`config.mk`:
```
export PLATFORM = sky130hd
export DESIGN_NAME = threshold_rule_alarm_engine_core
export DESIGN_NICKNAME = d
export VERILOG_FILES = /design/src/hw/rtl/trae_pkg.sv /design/src/hw/rtl/threshold_rule_alarm_engine_core.sv /design/src/hw/rtl/trae_ctrl.sv /design/src/hw/rtl/trae_datapath.sv
export SDC_FILE = /design/constraint.sdc
export NUM_CORES = 2
export LEC_CHECK = 0
export ABC_CLOCK_PERIOD_IN_PS = 17900
export BUFFER_PORTS_ARGS = -buffer_cell sky130_fd_sc_hd__buf_2
export CAP_MARGIN = 20
export CORE_MARGIN = 2
export CORE_UTILIZATION = 25
export DETAILED_ROUTE_END_ITERATION = 16
export PLACE_DENSITY = 0.42
export SETUP_SLACK_MARGIN = 0.4
export SKIP_LAST_GASP = 1
export SYNTH_ARGS = -nofsm -noshare
export SYNTH_HDL_FRONTEND = slang
export SYNTH_SLANG_ARGS = --single-unit
```
`constraint.sdc`:
```
create_clock -name clk -period 17.9 [get_ports clk]
set_input_delay 0.895 -clock clk [delete_from_list [all_inputs] [get_ports clk]]
set_output_delay 0.895 -clock clk [all_outputs]
set_load 0.01 [all_outputs]
```
`src/hw/rtl/trae_pkg.sv`:
```
package trae_pkg;

	localparam int RULE_DEPTH_DEF = 16;
	localparam int MAX_RESULTS = 16;
	localparam int LIST_IW = $clog2(MAX_RESULTS);
	localparam int LIST_NW = $clog2(MAX_RESULTS + 1);
	localparam int FIRED_W = 7;

	localparam logic [1:0] OPC_ADD = 2'd0;
	localparam logic [1:0] OPC_SAMPLE = 2'd1;
	localparam logic [1:0] OPC_CHECK = 2'd2;

	localparam logic [1:0] ST_OK = 2'd0;
	localparam logic [1:0] ST_FULL = 2'd1;
	localparam logic [1:0] ST_INVALID = 2'd2;

	localparam logic [2:0] CMP_GT = 3'd0;
	localparam logic [2:0] CMP_GTE = 3'd1;
	localparam logic [2:0] CMP_LT = 3'd2;
	localparam logic [2:0] CMP_LTE = 3'd3;
	localparam logic [2:0] CMP_EQ = 3'd4;
	localparam logic [2:0] CMP_NEQ = 3'd5;
	localparam logic [2:0] CMP_STALE = 3'd6;

	localparam logic [1:0] LVL_INFO = 2'd0;
	localparam logic [1:0] LVL_WARN = 2'd1;
	localparam logic [1:0] LVL_ERROR = 2'd2;

	typedef struct packed {
		logic [7:0]         key;
		logic               stale;
		logic [2:0]         cmp;
		logic [1:0]         sev;
		logic signed [31:0] limit;
		logic [31:0]        hold;
		logic [7:0]         evt;
	} rule_t;

	typedef struct packed {
		logic [31:0] last_fire;
		logic        fired;
		logic        seen;
	} dyn_t;

	typedef struct packed {
		logic load;
		logic add;
		logic walk_rd;
		logic walk_ev;
		logic emit_rd;
		logic emit_out;
		logic emit_last;
		logic single_out;
	} cmd_t;

	typedef struct packed {
		logic [1:0]         op;
		logic [LIST_NW-1:0] list_n;
	} stat_t;

	function automatic logic [31:0] sat_inc(input logic [31:0] c);
		sat_inc = (c == 32'hFFFF_FFFF) ? c : c + 32'd1;
	endfunction

endpackage

```
`src/hw/rtl/threshold_rule_alarm_engine_core.sv`:
```
// An add or an undefined opcode gives one result. A sample or a stale check reads and
// then evaluates each loaded rule in turn; a sample then gives one result.
// A stale check gives one result per firing rule, at most MAX_RESULTS, and none if no rule fires.
// The next item is taken only once the last one is finished, while busy is low.
// Results are single-cycle strobes on done; the receiver cannot stall them.
// Reset clears the rule count and the totals; table contents need no reset.
module threshold_rule_alarm_engine_core #(
	parameter int RULE_DEPTH = trae_pkg::RULE_DEPTH_DEF
) (
	input  logic                         clk,
	input  logic                         arst_n,
	input  logic                         start,
	output logic                         busy,
	input  logic [1:0]                   opcode,
	input  logic [7:0]                   key_id,
	input  logic signed [31:0]           sample_value,
	input  logic [31:0]                  now_seconds,
	input  logic                         rule_kind,
	input  logic [2:0]                   rule_op,
	input  logic [1:0]                   rule_level,
	input  logic signed [31:0]           rule_threshold,
	input  logic [31:0]                  rule_cooldown,
	input  logic [7:0]                   rule_event_id,
	output logic                         done,
	output logic [1:0]                   status,
	output logic [trae_pkg::FIRED_W-1:0] fired_count,
	output logic [7:0]                   event_code,
	output logic [1:0]                   event_level,
	output logic [2:0]                   event_op,
	output logic signed [31:0]           event_threshold,
	output logic signed [31:0]           event_value,
	output logic                         last,
	output logic [31:0]                  sample_tally,
	output logic [31:0]                  info_tally,
	output logic [31:0]                  warn_tally,
	output logic [31:0]                  error_tally
);

	localparam int IDX_W = (RULE_DEPTH > 1) ? $clog2(RULE_DEPTH) : 1;
	localparam int CNT_W = $clog2(RULE_DEPTH + 1);

	trae_pkg::cmd_t  cmd;
	trae_pkg::stat_t stat;
	logic [CNT_W-1:0] loaded;
	logic [IDX_W-1:0] idx;
	logic [trae_pkg::LIST_IW-1:0] k;

	trae_ctrl #(.RULE_DEPTH(RULE_DEPTH), .IDX_W(IDX_W), .CNT_W(CNT_W)) u_ctrl (
		.clk(clk), .arst_n(arst_n), .start(start), .opcode(opcode), .stat(stat),
		.loaded(loaded), .busy(busy), .cmd(cmd), .idx(idx), .k(k)
	);

	trae_datapath #(.RULE_DEPTH(RULE_DEPTH), .IDX_W(IDX_W), .CNT_W(CNT_W)) u_dp (
		.clk(clk), .arst_n(arst_n), .cmd(cmd), .idx(idx), .k(k), .opcode(opcode),
		.key_id(key_id), .sample_value(sample_value), .now_seconds(now_seconds),
		.rule_kind(rule_kind), .rule_op(rule_op), .rule_level(rule_level),
		.rule_threshold(rule_threshold), .rule_cooldown(rule_cooldown),
		.rule_event_id(rule_event_id), .stat(stat), .loaded(loaded), .done(done),
		.status(status), .fired_count(fired_count), .event_code(event_code),
		.event_level(event_level), .event_op(event_op),
		.event_threshold(event_threshold), .event_value(event_value), .last(last),
		.sample_tally(sample_tally), .info_tally(info_tally),
		.warn_tally(warn_tally), .error_tally(error_tally)
	);

endmodule

```
`src/hw/rtl/trae_ctrl.sv`:
```
module trae_ctrl #(
	parameter int RULE_DEPTH = trae_pkg::RULE_DEPTH_DEF,
	parameter int IDX_W = (RULE_DEPTH > 1) ? $clog2(RULE_DEPTH) : 1,
	parameter int CNT_W = $clog2(RULE_DEPTH + 1)
) (
	input  logic                       clk,
	input  logic                       arst_n,
	input  logic                       start,
	input  logic [1:0]                 opcode,
	input  trae_pkg::stat_t            stat,
	input  logic [CNT_W-1:0]           loaded,
	output logic                       busy,
	output trae_pkg::cmd_t             cmd,
	output logic [IDX_W-1:0]           idx,
	output logic [trae_pkg::LIST_IW-1:0] k
);

	localparam logic [2:0] S_IDLE = 3'd0;
	localparam logic [2:0] S_ADD = 3'd1;
	localparam logic [2:0] S_WRD = 3'd2;
	localparam logic [2:0] S_WEV = 3'd3;
	localparam logic [2:0] S_FIN = 3'd4;
	localparam logic [2:0] S_ERD = 3'd5;
	localparam logic [2:0] S_EOUT = 3'd6;

	logic [2:0] state_q, state_d;
	logic [IDX_W-1:0] idx_q, idx_d;
	logic [trae_pkg::LIST_IW-1:0] k_q, k_d;
	logic walk_end, emit_end;

	assign walk_end = (CNT_W'(idx_q) + CNT_W'(1)) == loaded;
	assign emit_end = (trae_pkg::LIST_NW'(k_q) + trae_pkg::LIST_NW'(1)) == stat.list_n;
	assign busy = state_q != S_IDLE;
	assign idx = idx_q;
	assign k = k_q;

	always_comb begin
		state_d = state_q;
		idx_d = idx_q;
		k_d = k_q;
		cmd = '0;
		unique case (state_q)
			S_IDLE: begin
				if (start) begin
					cmd.load = 1'b1;
					idx_d = '0;
					k_d = '0;
					if (opcode == trae_pkg::OPC_ADD) begin
						state_d = S_ADD;
					end else if ((opcode == trae_pkg::OPC_SAMPLE ||
					              opcode == trae_pkg::OPC_CHECK) && loaded != '0) begin
						state_d = S_WRD;
					end else begin
						state_d = S_FIN;
					end
				end
			end
			S_ADD: begin
				cmd.add = 1'b1;
				state_d = S_IDLE;
			end
			S_WRD: begin
				cmd.walk_rd = 1'b1;
				state_d = S_WEV;
			end
			S_WEV: begin
				cmd.walk_ev = 1'b1;
				if (walk_end) begin
					state_d = S_FIN;
				end else begin
					idx_d = idx_q + IDX_W'(1);
					state_d = S_WRD;
				end
			end
			S_FIN: begin
				if (stat.op == trae_pkg::OPC_CHECK) begin
					state_d = (stat.list_n == '0) ? S_IDLE : S_ERD;
				end else begin
					cmd.single_out = 1'b1;
					state_d = S_IDLE;
				end
			end
			S_ERD: begin
				cmd.emit_rd = 1'b1;
				state_d = S_EOUT;
			end
			S_EOUT: begin
				cmd.emit_out = 1'b1;
				cmd.emit_last = emit_end;
				if (emit_end) begin
					state_d = S_IDLE;
				end else begin
					k_d = k_q + trae_pkg::LIST_IW'(1);
					state_d = S_ERD;
				end
			end
			default: state_d = S_IDLE;
		endcase
	end

	always_ff @(posedge clk or negedge arst_n) begin
		if (!arst_n) begin
			state_q <= S_IDLE;
			idx_q <= '0;
			k_q <= '0;
		end else begin
			state_q <= state_d;
			idx_q <= idx_d;
			k_q <= k_d;
		end
	end

endmodule

```
`src/hw/rtl/trae_datapath.sv`:
```
module trae_datapath #(
	parameter int RULE_DEPTH = trae_pkg::RULE_DEPTH_DEF,
	parameter int IDX_W = (RULE_DEPTH > 1) ? $clog2(RULE_DEPTH) : 1,
	parameter int CNT_W = $clog2(RULE_DEPTH + 1)
) (
	input  logic                         clk,
	input  logic                         arst_n,
	input  trae_pkg::cmd_t               cmd,
	input  logic [IDX_W-1:0]             idx,
	input  logic [trae_pkg::LIST_IW-1:0] k,
	input  logic [1:0]                   opcode,
	input  logic [7:0]                   key_id,
	input  logic signed [31:0]           sample_value,
	input  logic [31:0]                  now_seconds,
	input  logic                         rule_kind,
	input  logic [2:0]                   rule_op,
	input  logic [1:0]                   rule_level,
	input  logic signed [31:0]           rule_threshold,
	input  logic [31:0]                  rule_cooldown,
	input  logic [7:0]                   rule_event_id,
	output trae_pkg::stat_t              stat,
	output logic [CNT_W-1:0]             loaded,
	output logic                         done,
	output logic [1:0]                   status,
	output logic [trae_pkg::FIRED_W-1:0] fired_count,
	output logic [7:0]                   event_code,
	output logic [1:0]                   event_level,
	output logic [2:0]                   event_op,
	output logic signed [31:0]           event_threshold,
	output logic signed [31:0]           event_value,
	output logic                         last,
	output logic [31:0]                  sample_tally,
	output logic [31:0]                  info_tally,
	output logic [31:0]                  warn_tally,
	output logic [31:0]                  error_tally
);

	trae_pkg::rule_t tab_mem [RULE_DEPTH];
	trae_pkg::dyn_t  dyn_mem [RULE_DEPTH];
	trae_pkg::rule_t tab_rd_q, first_q, new_rule;
	trae_pkg::dyn_t  dyn_rd_q, dyn_wr;
	logic [IDX_W-1:0] list_q [trae_pkg::MAX_RESULTS];
	logic [IDX_W-1:0] rd_addr, ev_idx_q;

	logic [1:0]                   op_q;
	logic [7:0]                   key_q;
	logic signed [31:0]           val_q;
	logic [31:0]                  now_q;
	logic                         kind_q;
	logic [2:0]                   rop_q;
	logic [1:0]                   lvl_q;
	logic signed [31:0]           thr_q;
	logic [31:0]                  cool_q;
	logic [7:0]                   evt_q;
	logic [CNT_W-1:0]             loaded_q;
	logic [trae_pkg::LIST_NW-1:0] list_n_q;
	logic [trae_pkg::FIRED_W-1:0] fired_q;
	logic [31:0]                  samp_q, info_q, warn_q, err_q;

	logic [32:0] elapsed;
	logic        suppress, hit, key_match, consider, rec, dyn_we;

	assign stat.op = op_q;
	assign stat.list_n = list_n_q;
	assign loaded = loaded_q;
	assign rd_addr = cmd.emit_rd ? list_q[k] : idx;

	assign new_rule.key = key_q;
	assign new_rule.stale = kind_q;
	assign new_rule.cmp = kind_q ? trae_pkg::CMP_GT : rop_q;
	assign new_rule.sev = lvl_q;
	assign new_rule.limit = thr_q;
	assign new_rule.hold = cool_q;
	assign new_rule.evt = evt_q;

	// A negative difference (the clock went back) holds off a fired rule with a nonzero hold.
	always_comb begin
		elapsed = {1'b0, now_q} - {1'b0, dyn_rd_q.last_fire};
		suppress = (tab_rd_q.hold != '0) && dyn_rd_q.fired &&
		           (elapsed[32] || (elapsed[31:16] == '0 &&
		            {elapsed[15:0], 16'h0000} < tab_rd_q.hold));
		if (tab_rd_q.stale) begin
			hit = val_q > tab_rd_q.limit;
		end else begin
			unique case (tab_rd_q.cmp)
				trae_pkg::CMP_GT:  hit = val_q > tab_rd_q.limit;
				trae_pkg::CMP_GTE: hit = val_q >= tab_rd_q.limit;
				trae_pkg::CMP_LT:  hit = val_q < tab_rd_q.limit;
				trae_pkg::CMP_LTE: hit = val_q <= tab_rd_q.limit;
				trae_pkg::CMP_EQ:  hit = val_q == tab_rd_q.limit;
				trae_pkg::CMP_NEQ: hit = val_q != tab_rd_q.limit;
				default:           hit = 1'b0;
			endcase
		end
		key_match = tab_rd_q.key == key_q;
		consider = tab_rd_q.stale && !dyn_rd_q.seen;
		if (op_q == trae_pkg::OPC_SAMPLE) begin
			rec = key_match && hit && !suppress;
			dyn_we = key_match;
		end else begin
			rec = consider && !suppress;
			dyn_we = rec;
		end
		dyn_wr = dyn_rd_q;
		if (op_q == trae_pkg::OPC_SAMPLE && tab_rd_q.stale) begin
			dyn_wr.seen = 1'b1;
		end
		if (rec) begin
			dyn_wr.last_fire = now_q;
			dyn_wr.fired = 1'b1;
		end
	end

	always_ff @(posedge clk) begin
		if (cmd.add && !(kind_q && thr_q < 0) && loaded_q != CNT_W'(RULE_DEPTH)) begin
			tab_mem[loaded_q[IDX_W-1:0]] <= new_rule;
			dyn_mem[loaded_q[IDX_W-1:0]] <= '0;
		end else if (cmd.walk_ev && dyn_we) begin
			dyn_mem[ev_idx_q] <= dyn_wr;
		end
		if (cmd.walk_rd || cmd.emit_rd) begin
			tab_rd_q <= tab_mem[rd_addr];
			dyn_rd_q <= dyn_mem[rd_addr];
			ev_idx_q <= rd_addr;
		end
		if (cmd.load) begin
			key_q <= key_id;
			val_q <= sample_value;
			now_q <= now_seconds;
			kind_q <= rule_kind;
			rop_q <= rule_op;
			lvl_q <= rule_level;
			thr_q <= rule_threshold;
			cool_q <= rule_cooldown;
			evt_q <= rule_event_id;
		end
		if (cmd.walk_ev && rec) begin
			if (fired_q == '0) begin
				first_q <= tab_rd_q;
			end
			if (list_n_q != trae_pkg::LIST_NW'(trae_pkg::MAX_RESULTS)) begin
				list_q[list_n_q[trae_pkg::LIST_IW-1:0]] <= ev_idx_q;
			end
		end
	end

	always_ff @(posedge clk or negedge arst_n) begin
		if (!arst_n) begin
			op_q <= '0;
			loaded_q <= '0;
			list_n_q <= '0;
			fired_q <= '0;
			samp_q <= '0;
			info_q <= '0;
			warn_q <= '0;
			err_q <= '0;
			done <= 1'b0;
		end else begin
			done <= cmd.add || cmd.single_out || cmd.emit_out;
			if (cmd.load) begin
				op_q <= opcode;
				list_n_q <= '0;
				fired_q <= '0;
				if (opcode == trae_pkg::OPC_SAMPLE) begin
					samp_q <= trae_pkg::sat_inc(samp_q);
				end
			end
			if (cmd.add && !(kind_q && thr_q < 0) && loaded_q != CNT_W'(RULE_DEPTH)) begin
				loaded_q <= loaded_q + CNT_W'(1);
			end
			if (cmd.walk_ev && rec) begin
				fired_q <= fired_q + trae_pkg::FIRED_W'(1);
				if (list_n_q != trae_pkg::LIST_NW'(trae_pkg::MAX_RESULTS)) begin
					list_n_q <= list_n_q + trae_pkg::LIST_NW'(1);
				end
				unique case (tab_rd_q.sev)
					trae_pkg::LVL_INFO:  info_q <= trae_pkg::sat_inc(info_q);
					trae_pkg::LVL_WARN:  warn_q <= trae_pkg::sat_inc(warn_q);
					trae_pkg::LVL_ERROR: err_q <= trae_pkg::sat_inc(err_q);
					default: ;
				endcase
			end
		end
	end

	// Result fields; the counters are read straight from the running totals.
	always_ff @(posedge clk) begin
		if (cmd.add) begin
			if (kind_q && thr_q < 0) begin
				status <= trae_pkg::ST_INVALID;
			end else if (loaded_q == CNT_W'(RULE_DEPTH)) begin
				status <= trae_pkg::ST_FULL;
			end else begin
				status <= trae_pkg::ST_OK;
			end
			fired_count <= '0;
			event_code <= '0;
			event_level <= '0;
			event_op <= '0;
			event_threshold <= '0;
			event_value <= '0;
			last <= 1'b1;
		end else if (cmd.emit_out) begin
			status <= trae_pkg::ST_OK;
			fired_count <= fired_q;
			event_code <= tab_rd_q.evt;
			event_level <= tab_rd_q.sev;
			event_op <= trae_pkg::CMP_STALE;
			event_threshold <= tab_rd_q.limit;
			event_value <= tab_rd_q.limit;
			last <= cmd.emit_last;
		end else if (cmd.single_out) begin
			status <= (op_q == trae_pkg::OPC_SAMPLE) ? trae_pkg::ST_OK : trae_pkg::ST_INVALID;
			// Of the opcodes that reach this branch only a sample walks the table, so the count is zero for any other opcode.
			fired_count <= fired_q;
			last <= 1'b1;
			if (fired_q != '0) begin
				event_code <= first_q.evt;
				event_level <= first_q.sev;
				event_op <= first_q.stale ? trae_pkg::CMP_STALE : first_q.cmp;
				event_threshold <= first_q.limit;
				event_value <= val_q;
			end else begin
				event_code <= '0;
				event_level <= '0;
				event_op <= '0;
				event_threshold <= '0;
				event_value <= '0;
			end
		end
	end

	assign sample_tally = samp_q;
	assign info_tally = info_q;
	assign warn_tally = warn_q;
	assign error_tally = err_q;

endmodule
```
==> results.ini <==
[run_status]
status = finished, final reports clean

[critical_path]
reg2reg_from = u_ctrl.k[1]$_DFFE_PN0P_
cp_slowest_cell = dfrtp_1
r2r_slack_ns = 11.15
reg2reg_to = u_dp.tab_rd_q[44]$_DFFE_PP_
critical_path.max_stage_delay_ns = 0.89
worstPathCellList = mux4_2 -> mux4_2 -> mux2i_4 -> buf_4 -> buf_4 -> buf_4 -> buf_4 -> nand2_1 -> and3_1 -> a311oi_1 -> a311oi_1 -> a31oi_1
end_kind = flop
crit_path_start_kind = flop
reg2regPathDepth = 12
cp_num_buf_inv = 4
critPathMaxFanout = 73
required_ns = 18.44
crit_family = buffers and inverters
critical_path_class = flop to flop
worstPathArrival_ns = 7.29
crit_top_cell = buf_4

[clock_network]
worst_skew_pair.late_latency_ns = 0.95
cts_made_buffers = 291
clock_tree.buffer_depth = 4
cts.sinks = 2550
htree_levels = 5
cts_root_buf = clkbuf_16
clk_pin_slew_ns = 0.06
post_cts_resized = 0
cts_tree = yes

[min_path]
min_path_type = input port to flop
worstHoldStart = sample_value[8]
worstHoldPathCells = 1
whs_endpoint = u_dp.val_q[8]$_DFFE_PP_

[die]
dieHeight_um = 645.6
initial_core_util = 0.2511
die_w_um = 645.6
core_area_mm2 = 0.4099
ios = 372
rows = 235
die_area_mm2 = 0.4168

[timing]
rsz0062_at_grt = no
hold_violations = 0
slew_violations = 0
fin_crit_ns = 6.748
setup_viol = 0
fin_tns_setup_ns = 0
tightest_slew_ns = 1.199
fmax_mhz = 148.2
relSlewSlack = 0.2004
skew_ns = 0.08292
post-route-period-util = 0.3770

[finish]
final_common_cell = edfxtp_1
fillers = 41400
nNetsFinal = 8518
multi_input_comb_area_mm2 = 0.02581
final_cell_mix = edfxtp_1, nand2_1, nand3_1
areaGrowthSynthToFinish_pct = 16.95
register_area_mm2 = 0.07493
drive_gt1_frac = 0.1175

[synthesis]
syn_area_per_cell_um2 = 12.92
synthXorXnorAreaFrac = 0.01438
synth_edf_count = 2306
netlist_instances = 7967
synthAdderAreaFrac = 0.01211
ys.flop_type = edfxtp_1
synth_cell_types = 91
ys_seq_area_frac = 0.7281
synth-compound-area-share = 0.05476
yosysWarnings = 0
netlist.area_leader.share = 0.6729
synth_nets = 8221
ys_ff_latch = 2550
yosys.area.top_type = edfxtp_1
muxShareOfSynthArea = 0.006286
async_flop_share = 0.06235
synth-simple-area-share = 0.1598
synthTopCellsByArea = edfxtp_1, nand2_1, nand3_1, dfrtp_1, a311oi_1
syn_area_mm2 = 0.1029
synth_top_family_by_area = simple AND/OR/NAND/NOR gates

[drt]
vias = 66220
routed_wirelength_mm = 332.9
drtPass1Iterations = 5
post_drt_wl_per_cell_um = 23.87
route.detailed.drc = 0
antenna_left = 0
drtIter0Drc = 6104
routed_via_density = 4.748

[power]
p_per_area_mw_per_mm2 = 152.4
worst_ir_drop_vdd_mv = 0.1054
p_leak_nw = 42.12
finalPower_w = 0.01834

[placed_design]
io_buffers = 371
routabilityCongestion = 0.7883
dp_hpwl_mm = 184.0

[global_routing]
grt_max_degree = 173
grt_pass1_wl_mm = 474.2
grt_overflow_total = 0
antenna_found_initial = 53
grt.total_usage = 0.1545
grt_pass1_vias = 64470

[job]
cap_violations = 0

==> sequential cells by signal, summed over array words and instances, names as in the netlist, 32 cells and up <==
signal                count
u_dp.cool_q              32
u_dp.dyn_mem            544
u_dp.dyn_rd_q            34
u_dp.error_tally         32
u_dp.event_threshold     32
u_dp.event_value         32
u_dp.first_q             46
u_dp.info_tally          32
u_dp.list_q              64
u_dp.now_q               32
u_dp.sample_tally        32
u_dp.tab_mem           1376
u_dp.tab_rd_q            86
u_dp.thr_q               32
u_dp.val_q               32
u_dp.warn_tally          32
==> metrics by stage <==
step	instances	util	setup slack (ns)	hold slack [ns]	cell area [µm²]
2_1_floorplan	7967	-	10.46	0.4264	102900
3_3_place_gp	13410	0.2710	10.99	0.4424	111100
3_5_place_dp	13410	0.2710	10.94	0.4472	111100
4_1_cts	13930	0.2934	10.92	0.03223	120300
5_1_grt	13940	0.2936	10.88	0.05628	120300
6_report	13950	0.2936	11.15	0.1176	120400
==> area by class of cell <==
cell class | count | area share
flip-flops and latches | 2550 | 0.6226
clock buffers | 361 | 0.06424
clock inverters | 156 | 0.01186
multi-input cells | 4761 | 0.2144
diodes | 7 | 0.0001455
well taps | 5451 | 0.05667
repair buffers | 507 | 0.02512
inverters | 153 | 0.005000
==> worst max path at each step <==
stage	from	end	slack, ns	cells after the start
after floorplan	u_dp.now_q[3]$_DFFE_PP_	u_dp.dyn_mem[12][0]$_DFFE_PP_	10.46	16
after global placement	u_dp.now_q[0]$_DFFE_PP_	u_dp.dyn_mem[9][22]$_DFFE_PP_	10.99	22
after detailed placement	u_dp.now_q[0]$_DFFE_PP_	u_dp.dyn_mem[8][22]$_DFFE_PP_	10.94	22
after CTS	u_dp.now_q[0]$_DFFE_PP_	u_dp.dyn_mem[8][26]$_DFFE_PP_	10.92	22
after global routing	u_ctrl.k[1]$_DFFE_PN0P_	u_dp.tab_rd_q[44]$_DFFE_PP_	10.88	12
final	u_ctrl.k[1]$_DFFE_PN0P_	u_dp.tab_rd_q[44]$_DFFE_PP_	11.15	12
==> cells in the mapped netlist, types with 14 or more instances <==
master and n:
a211oi_1 30, a21o_1 18, a21oi_1 141, a221oi_1 32
a222oi_1 29, a311oi_1 241, a31oi_1 127, and2_1 24
and3_1 190, and4_1 19, buf_1 25, buf_2 22
clkbuf_1 450, dfrtp_1 159, dfxtp_1 85, edfxtp_1 2306
ha_1 98, inv_1 152, mux2i_1 14, mux4_2 20
nand2_1 2053, nand3_1 1045, nand4_1 82, nor2_1 116
nor2b_1 17, nor3_1 36, nor4_1 21, o21ai_0 60
xnor2_1 135, xor2_1 34
==> timing repair <==
item / in CTS / in global routing
hold buffers: 0 / 1
buffers inserted: 0 / 0
endpoints found under the hold margin: 0 / 36
==> cells by family (layout without fill, tap and decap cells) <==
| group | Yosys count | after routing |
|---|---|---|
| buffers and inverters | 656 | 1177 |
| other | 0 | 7 |
| multiplexers | 39 | 39 |
| adder cells (fa/ha/maj) | 99 | 99 |
| XOR/XNOR | 169 | 169 |
| AO/OA/AOI/OAI | 771 | 771 |
| AND/OR/NAND/NOR | 3683 | 3683 |
| flip-flops | 2550 | 2550 |
==> power by group <==
part / switching (W) / internal [W] / total, W / leakage (nW)
sequential: 0.000506 / 0.00728 / 0.00778 / 23.2
combinational: 0.00336 / 0.00137 / 0.00473 / 14.4
clock: 0.00246 / 0.00336 / 0.00582 / 4.47
total: 0.00633 / 0.0120 / 0.0183 / 42.1
==> layer usage <==
metal	global-route usage	wire length [µm]	vias to the layer above
met5	0	84	-
met4	0.04785	10900	12
met3	0.02691	18930	521
met2	0.2443	150900	1970
met1	0.2152	152100	33670
li1	-	-	30050
Note: power is estimated with default switching activity, not from simulation.
